**config.mk**
```make
export PLATFORM = sky130hd
export DESIGN_NAME = sensitive_keyword_scanner_top
export DESIGN_NICKNAME = d
export VERILOG_FILES = /design/src/sv/kws_pkg.sv /design/src/sv/sensitive_keyword_scanner_top.sv /design/src/sv/kws_match.sv /design/src/sv/kws_state.sv
export SDC_FILE = /design/constraint.sdc
export NUM_CORES = 1
export LEC_CHECK = 0
export BUFFER_PORTS_ARGS = -buffer_cell sky130_fd_sc_hd__buf_2
export CAP_MARGIN = 20
export CELL_PAD_IN_SITES_DETAIL_PLACEMENT = 2
export CELL_PAD_IN_SITES_GLOBAL_PLACEMENT = 2
export CORE_MARGIN = 8
export CORE_UTILIZATION = 34
export DETAILED_ROUTE_END_ITERATION = 8
export PLACE_DENSITY = 0.86
export REMOVE_ABC_BUFFERS = 1
export SYNTH_ARGS = -nofsm -noshare
export SYNTH_HDL_FRONTEND = slang
export SYNTH_SLANG_ARGS = --single-unit
```
**constraint.sdc**
```tcl
create_clock -name clk -period 1.9 [get_ports clk]
set_clock_uncertainty 0.15 [all_clocks]
set_input_delay 0.095 -clock clk [delete_from_list [all_inputs] [get_ports clk]]
set_output_delay 0.095 -clock clk [all_outputs]
set_load 0.03 [all_outputs]
```
**src/sv/kws_pkg.sv**
```systemverilog
package kws_pkg;

  localparam int KW_COUNT = 14;
  localparam int KW_IDX_W = 4;
  localparam int WIN_BYTES = 24;
  localparam int WIN_W = WIN_BYTES * 8;
  localparam int CMP_W = WIN_W + 8;
  localparam int STATUS_W = 11;

  localparam logic signed [STATUS_W-1:0] STATUS_OK = 11'sd200;

  typedef enum logic {
    CMD_BYTE = 1'b0,
    CMD_END  = 1'b1
  } kws_cmd_t;

  // keyword text, last character in the low byte
  localparam logic [CMP_W-1:0] KW_TEXT [KW_COUNT] = '{
    CMP_W'("password"),
    CMP_W'("passwd"),
    CMP_W'("secret"),
    CMP_W'("token"),
    CMP_W'("api_key"),
    CMP_W'("apikey"),
    CMP_W'({"DB_", "PASSWORD"}),
    CMP_W'("DB_PASS"),
    CMP_W'({"AWS_", "SECRET"}),
    CMP_W'({"private", "_key"}),
    CMP_W'("BEGIN RSA PRIVATE KEY"),
    CMP_W'("BEGIN OPENSSH PRIVATE KEY"),
    CMP_W'("Authorization"),
    CMP_W'("credentials")
  };

  localparam int KW_LEN [KW_COUNT] = '{8, 6, 6, 5, 7, 6, 11, 7, 10, 11, 21, 25, 13, 11};

  // control from the top level into the scan state
  typedef struct packed {
    logic body;
    logic finish;
  } kws_step_t;

  // summary of the scan, valid before the end word clears it
  typedef struct packed {
    logic                found;
    logic [KW_IDX_W-1:0] index;
  } kws_scan_t;

  function automatic logic [KW_IDX_W-1:0] first_index(input logic [KW_COUNT-1:0] flags);
    logic [KW_IDX_W-1:0] idx;
    idx = '0;
    for (int i = KW_COUNT - 1; i >= 0; i--) begin
      if (flags[i]) begin
        idx = KW_IDX_W'(i);
      end
    end
    return idx;
  endfunction

endpackage

```
**src/sv/sensitive_keyword_scanner_top.sv**
```systemverilog
// result: an end word's result is loaded into the output registers at the edge where the word
//   leaves the input register; body words give no result
// throughput: one word per cycle, body bytes compared combinationally against a 25-byte window;
//   an end word waits in the input register only while a stalled result holds the output
// reset: synchronous, clears window, found flags, byte count, text end and both pipeline valids
module sensitive_keyword_scanner_top #(
  parameter int SNIPPET_LEN = 4096
) (
  input  logic                                 clk,
  input  logic                                 rst,
  input  logic                                 in_valid,
  output logic                                 in_stall,
  input  logic                                 command,
  input  logic [7:0]                           body_byte,
  input  logic signed [kws_pkg::STATUS_W-1:0]  resp_status,
  output logic                                 out_valid,
  input  logic                                 out_stall,
  output logic signed [kws_pkg::STATUS_W-1:0]  status_out,
  output logic                                 kw_found,
  output logic [kws_pkg::KW_IDX_W-1:0]         keyword_index
);
  import kws_pkg::*;

  logic                       r_valid;
  kws_cmd_t                   r_cmd;
  logic [7:0]                 r_byte;
  logic signed [STATUS_W-1:0] r_status;

  logic      accept;
  logic      advance;
  kws_step_t step;
  kws_scan_t scan;

  // body words never need the output slot
  assign advance  = r_valid && ((r_cmd == CMD_BYTE) || !out_valid || !out_stall);
  assign in_stall = r_valid && !advance;
  assign accept   = in_valid && !in_stall;

  assign step.body   = advance && (r_cmd == CMD_BYTE);
  assign step.finish = advance && (r_cmd == CMD_END);

  always_ff @(posedge clk) begin
    if (rst) begin
      r_valid <= 1'b0;
    end else if (accept) begin
      r_valid <= 1'b1;
    end else if (advance) begin
      r_valid <= 1'b0;
    end
  end

  always_ff @(posedge clk) begin
    if (accept) begin
      r_cmd    <= kws_cmd_t'(command);
      r_byte   <= body_byte;
      r_status <= resp_status;
    end
  end

  kws_state #(
    .SNIPPET_LEN (SNIPPET_LEN)
  ) u_state (
    .clk       (clk),
    .rst       (rst),
    .step      (step),
    .body_byte (r_byte),
    .scan      (scan)
  );

  always_ff @(posedge clk) begin
    if (rst) begin
      out_valid <= 1'b0;
    end else if (step.finish) begin
      out_valid <= 1'b1;
    end else if (!out_stall) begin
      out_valid <= 1'b0;
    end
  end

  always_ff @(posedge clk) begin
    if (step.finish) begin
      status_out    <= r_status;
      kw_found      <= (r_status == STATUS_OK) && scan.found;
      keyword_index <= ((r_status == STATUS_OK) && scan.found) ? scan.index : '0;
    end
  end

endmodule

```
**src/sv/kws_match.sv**
```systemverilog
module kws_match (
  input  logic [kws_pkg::CMP_W-1:0]    text,
  output logic [kws_pkg::KW_COUNT-1:0] hit
);
  import kws_pkg::*;

  // one masked comparator per keyword against the tail of the window
  for (genvar k = 0; k < KW_COUNT; k++) begin : g_kw
    localparam logic [CMP_W-1:0] MASK = {CMP_W{1'b1}} >> (CMP_W - 8 * KW_LEN[k]);
    assign hit[k] = ((text ^ KW_TEXT[k]) & MASK) == '0;
  end

endmodule

```
**src/sv/kws_state.sv**
```systemverilog
module kws_state #(
  parameter int SNIPPET_LEN = 4096
) (
  input  logic                 clk,
  input  logic                 rst,
  input  kws_pkg::kws_step_t   step,
  input  logic [7:0]           body_byte,
  output kws_pkg::kws_scan_t   scan
);
  import kws_pkg::*;

  localparam int CNT_W = (SNIPPET_LEN > 2) ? $clog2(SNIPPET_LEN) : 1;
  localparam logic [CNT_W-1:0] CNT_MAX = CNT_W'(SNIPPET_LEN - 1);

  logic [WIN_W-1:0]    window;
  logic [KW_COUNT-1:0] found_flags;
  logic [CNT_W-1:0]    stored_count;
  logic                text_ended;

  logic [KW_COUNT-1:0] hit;
  logic                room;
  logic                searched;

  kws_match u_match (
    .text ({window, body_byte}),
    .hit  (hit)
  );

  assign room     = stored_count != CNT_MAX;
  assign searched = step.body && room && !text_ended && (body_byte != 8'd0);

  always_ff @(posedge clk) begin
    if (rst || step.finish) begin
      window       <= '0;
      found_flags  <= '0;
      stored_count <= '0;
      text_ended   <= 1'b0;
    end else if (step.body && room) begin
      stored_count <= stored_count + 1'b1;
      if (searched) begin
        window      <= {window[WIN_W-9:0], body_byte};
        found_flags <= found_flags | hit;
      end
      // a zero byte ends the searchable text
      if (body_byte == 8'd0) begin
        text_ended <= 1'b1;
      end
    end
  end

  always_comb begin
    scan.found = (stored_count != '0) && (found_flags != '0);
    scan.index = first_index(found_flags);
  end

endmodule

```
==> results of run 1 <==
[per-stage QoR]
step	setup WS, ns	hold slack, ns	cells
global placement	-0.170	0.123	1863
floorplan	-5.93	0.0141	1196
CTS	-0.324	0.0960	1974
detailed placement	-0.625	0.125	1863
[cells in the mapped netlist, drive strengths merged]
master	n	share of area [%]
nand2b	3	0.18
ha	2	0.24
clkbuf	43	1.5
dfxtp	221	42
nor3b	14	1.0
inv	11	0.39
or4	4	0.28
and2	1	0.059
a21oi	200	9.5
and4bb	1	0.12
nand4bb	1	0.11
mux2i	1	0.095
nor2b	11	0.65
buf	26	1.5
a41oi	1	0.083
and4b	9	0.85
nor4bb	19	1.8
o22ai	1	0.059
and4	2	0.17
nand4	43	2.5
xnor2	10	0.83
nor3	25	1.3
or4bb	1	0.11
nand3	19	0.90
o21bai	2	0.14
o21ai	6	0.28
or2	3	0.18
or3	4	0.24
and3b	9	0.75
nand4b	5	0.41
nand3b	2	0.14
or3b	2	0.17
o21a	3	0.21
and3	5	0.30
a31oi	4	0.24
a2111oi	2	0.17
nor2	46	1.6
or4b	2	0.19
nand2	413	15
a31o	3	0.25
o31ai	2	0.14
nor4b	23	1.9
edfxtp	36	10
nor4	24	1.5
[timing repair]
item / 4_1_cts
cloned: 11
endpoints found under the hold margin: 39
setup buffers: 25
endpoints found under the setup margin: 220
hold buffers: 24
gates resized for setup: 356
pin swaps: 120
[logic make-up after synthesis]
group                    synth area share (%)
AO/OA/AOI/OAI                            11.1
multiplexers                           0.0948
adder cells (fa/ha/maj)                 0.237
flip-flops                               52.2
XOR/XNOR                                0.830
buffers and inverters                    3.43
AND/OR/NAND/NOR                          32.2
==> impl_metrics.env, run 1 <==
export IMPL_synth_area_um2=10600
export IMPL_antenna_found_initial=4
export IMPL_htreeDepth=1
export IMPL_place_congestion=0.896
export IMPL_dpl_cell_area_um2=13000
export IMPL_synthDistinctLibCells=52
export IMPL_numPortBuffers=41
export IMPL_cts_root_buffer="clkbuf_16"
export IMPL_rows=64
export IMPL_synth_area_per_cell_um2=8.34
export IMPL_yosys_warnings=0
export IMPL_cts_sinks=257
export IMPL_die_x_um=192
export IMPL_clockBufferDepth=3
export IMPL_synth_cells=1265
export IMPL_status="did not finish"
export IMPL_seq_area_frac_synth_pct=52.2
export IMPL_tool_error="[ERROR DPL-0033] detailed placement checks failed during check placement."
export IMPL_synth_seq_cells=257
export IMPL_initial_core_util_pct=34.5
export IMPL_hpwl_um=34300
export IMPL_numCtsBuffers=29
export IMPL_lastStage="global routing"
export IMPL_endpoint_type="sequential cell input"
export IMPL_grt_max_degree=55
export IMPL_grt_worst_setup_endpoint="u_state.found_flags[12]$_SDFFE_PP0P_/D"
export IMPL_io_pins=42
export IMPL_die_h_um=192
==> run 2, diff against run 1 <==
CELL_PAD_IN_SITES_DETAIL_PLACEMENT = not set   (was 2)
CELL_PAD_IN_SITES_GLOBAL_PLACEMENT = not set   (was 2)
CORE_UTILIZATION = 35   (was 34)
PLACE_DENSITY = not set   (was 0.86)
PLACE_DENSITY_LB_ADDON = 0.15   (was not set)
clock period = 2.5 ns   (was 1.9 ns; I/O delays follow)
==> impl_metrics.env, run 2 <==
export IMPL_final_cell_area_um2=12600
export IMPL_cp_arrival_ns=2.44
export IMPL_largest_register_ffs=192
export IMPL_slowest_stage="a2111oi_0"
export IMPL_cts_root_buffer="clkbuf_16"
export IMPL_leakagePower_nw=3.98
export IMPL_grt_pass1_wl_um=48100
export IMPL_tns_ns=0
export IMPL_die_x_um=190
export IMPL_synth_enable_flop_cells=36
export IMPL_fin_ws_ns=0.185
export IMPL_grt_max_degree=109
export IMPL_clkSlewWorstSetupHoldPaths_ns=0.06
export IMPL_first_global_vias=8851
export IMPL_timing_final_crit_period_ns=2.31
export IMPL_place_congestion=0.965
export IMPL_yosysTopAreaCellShare_pct=41.9
export IMPL_nFillCells=3003
export IMPL_cts_sinks=257
export IMPL_dieArea_um2=36000
export IMPL_multi_input_area_um2=4720
export IMPL_viasPerCell=5.20
export IMPL_mostFrequentLayoutCells="nand2_1, dfxtp_1, a21oi_1"
export IMPL_synth_seq_cells=257
export IMPL_layout_area_seq_um2=5510
export IMPL_synth_area_um2=10600
export IMPL_fin_crit_sh_pct=92.6
export IMPL_rr_worst_depth=7
export IMPL_wl_per_cell_um=17.2
export IMPL_seq_area_frac_synth_pct=52.2
export IMPL_maxCapViolCount=0
export IMPL_tightest_slew_ns=0.637
export IMPL_synth_area_per_cell_um2=8.34
export IMPL_rows=63
export IMPL_drtPass1Iterations=5
export IMPL_antenna_left=0
export IMPL_crit_path_start_kind="flop"
export IMPL_synth_ff_type="dfxtp_1"
export IMPL_nNetsFinal=1356
export IMPL_drc=0
export IMPL_initial_core_util_pct=35.6
export IMPL_area_growth_pct=19.6
export IMPL_routed_wl_um=30000
export IMPL_worstSetupPathType="flop to flop"
export IMPL_cpPeakStageDelay_ns=0.51
export IMPL_yosys_area_top_type="dfxtp_1"
export IMPL_drt_initial_drc_count=720
export IMPL_numCtsBuffers=29
export IMPL_use_met3_pct=2.25
export IMPL_final_core_util_pct=42.6
export IMPL_worstPathCellList="inv_1 > ha_1 > nor4b_1 > nand3_1 > nand4_1 > a31o_2 > a2111oi_0"
export IMPL_die_h_um=190
export IMPL_synthDistinctLibCells=52
export IMPL_core_area_um2=29600
export IMPL_numPortBuffers=41
export IMPL_reg_top3="u_state.window (192), u_state.found_flags (14), u_state.stored_count (12)"
export IMPL_regMostFlops="u_state.window"
export IMPL_yosys_top_cells_count="nand2_1, dfxtp_1, a21oi_1"
export IMPL_num_vias=9066
export IMPL_crit_fanout=4
export IMPL_relSlewSlack_pct=57.0
export IMPL_synth_area_leaders="dfxtp_1, nand2_1, edfxtp_1, a21oi_1, nand4_1"
export IMPL_htreeDepth=1
export IMPL_crit_path_end_kind="flop"
export IMPL_hpwl_um=20000
export IMPL_vdd_drop_max_mv=0.495
export IMPL_grt_overflow_total=0
export IMPL_antenna_found_initial=0
export IMPL_required_ns=2.62
export IMPL_hold_class="input pin to flop"
export IMPL_gr_usage_met1_pct=22.8
export IMPL_fmax_ghz=0.432
export IMPL_grt_busiest_layer="met2"
export IMPL_insertion_delay_ns=0.55
export IMPL_clockBufferDepth=3
export IMPL_hold_depth=2
export IMPL_io_pins=42
export IMPL_yosys_cell_count_top_type="nand2_1"
export IMPL_final_common_cell="nand2_1"
export IMPL_yosys_warnings=0
export IMPL_status="completed"
export IMPL_cts_tree="done"
export IMPL_synth_cells=1265
export IMPL_setup_violations_final=0
export IMPL_async_reset_ff_share_pct=0
export IMPL_dpl_cell_area_um2=11400
export IMPL_power_density_nw_per_um2=718
export IMPL_grtUsageTotal_pct=16.3
export IMPL_rsz0062_at_grt="no"
export IMPL_final_max_slew_violation_count=0
export IMPL_diodes=0
export IMPL_hold_violations=0
export IMPL_drive_gt1_share_pct=10.7
export IMPL_dpl_worst_slack_ns=0.0895
export IMPL_use_met2_pct=25.6
-- run 2: cell counts after synthesis --
No cell type changed its count.
-- run 2: critical path: cells and delay by family, from the launching register on --
family	cells	cell delay, ns
AOI/OAI and AO/OA	2	0.82
adders and majority gates	1	0.21
DFF	1	0.35
buffers and inverters	1	0.08
and+or+nand+nor	3	0.44
-- run 2: cell families (layout without fill, tap and decap cells) --
family,count (synthesis),count (layout),share of synthesized area [%]
simple gates,691,691,32.2
flops,257,257,52.2
compound gates,224,224,11.1
buf+inv,80,167,3.43
xor+xnor,10,10,0.830
fa+ha+maj,2,2,0.237
mux,1,1,0.0948
-- run 2: what timing repair did --
action                                  4_1_cts  5_1_grt
setup buffers                                 0        0
endpoints found under the setup margin        0        2
gates resized for setup                       0        2
hold buffers                                 24        0
endpoints found under the hold margin        63        0
-- run 2: worst paths after layout --
| kind | startpoint | end | slack (ns) |
|---|---|---|---|
| min reg2reg | u_state.window[185] | u_state.window[185] | 0.30 |
| max reg2reg | u_state.stored_count[0] | keyword_index[0] | 0.19 |
| min | resp_status[1] | r_status[1] | 0.14 |
| max | u_state.stored_count[0] | keyword_index[0] | 0.19 |
-- run 2: routing by layer --
layer  vias to the layer above  wire (µm)
met4                         0        706
met1                      4291      14400
met2                       181      13400
met3                        54       1380
li1                       4540          -
met5                         -          0
-- run 2: layout make-up --
class | instances | share of cell area [%]
inverter | 11 | 0.327
sequential | 257 | 43.6
multi-input combinational | 928 | 37.4
clock inverter | 10 | 0.892
clock buffer | 43 | 7.22
tap | 390 | 3.87
timing repair buffer | 103 | 6.68
-- run 2: through the flow --
step / total power [mW] / std cells / hold slack (ns)
finish: 9.06 / 1742 / 0.139
global route: 9.39 / 1742 / 0.123
CTS: 9.19 / 1742 / 0.109
detailed placement: 4.64 / 1665 / 0.153
global placement: 4.64 / 1665 / 0.152
floorplan: 4.48 / 1196 / 0.0441
-- run 2: power by group --
part	leakage, nW	total (mW)	internal [mW]	switching, mW
Sequential	2.12	4.25	4.22	0.0262
Clock	0.512	4.49	2.73	1.76
Combinational	1.34	0.325	0.100	0.225
Total	3.98	9.06	7.05	2.01
(Power assumes the default switching activity.)
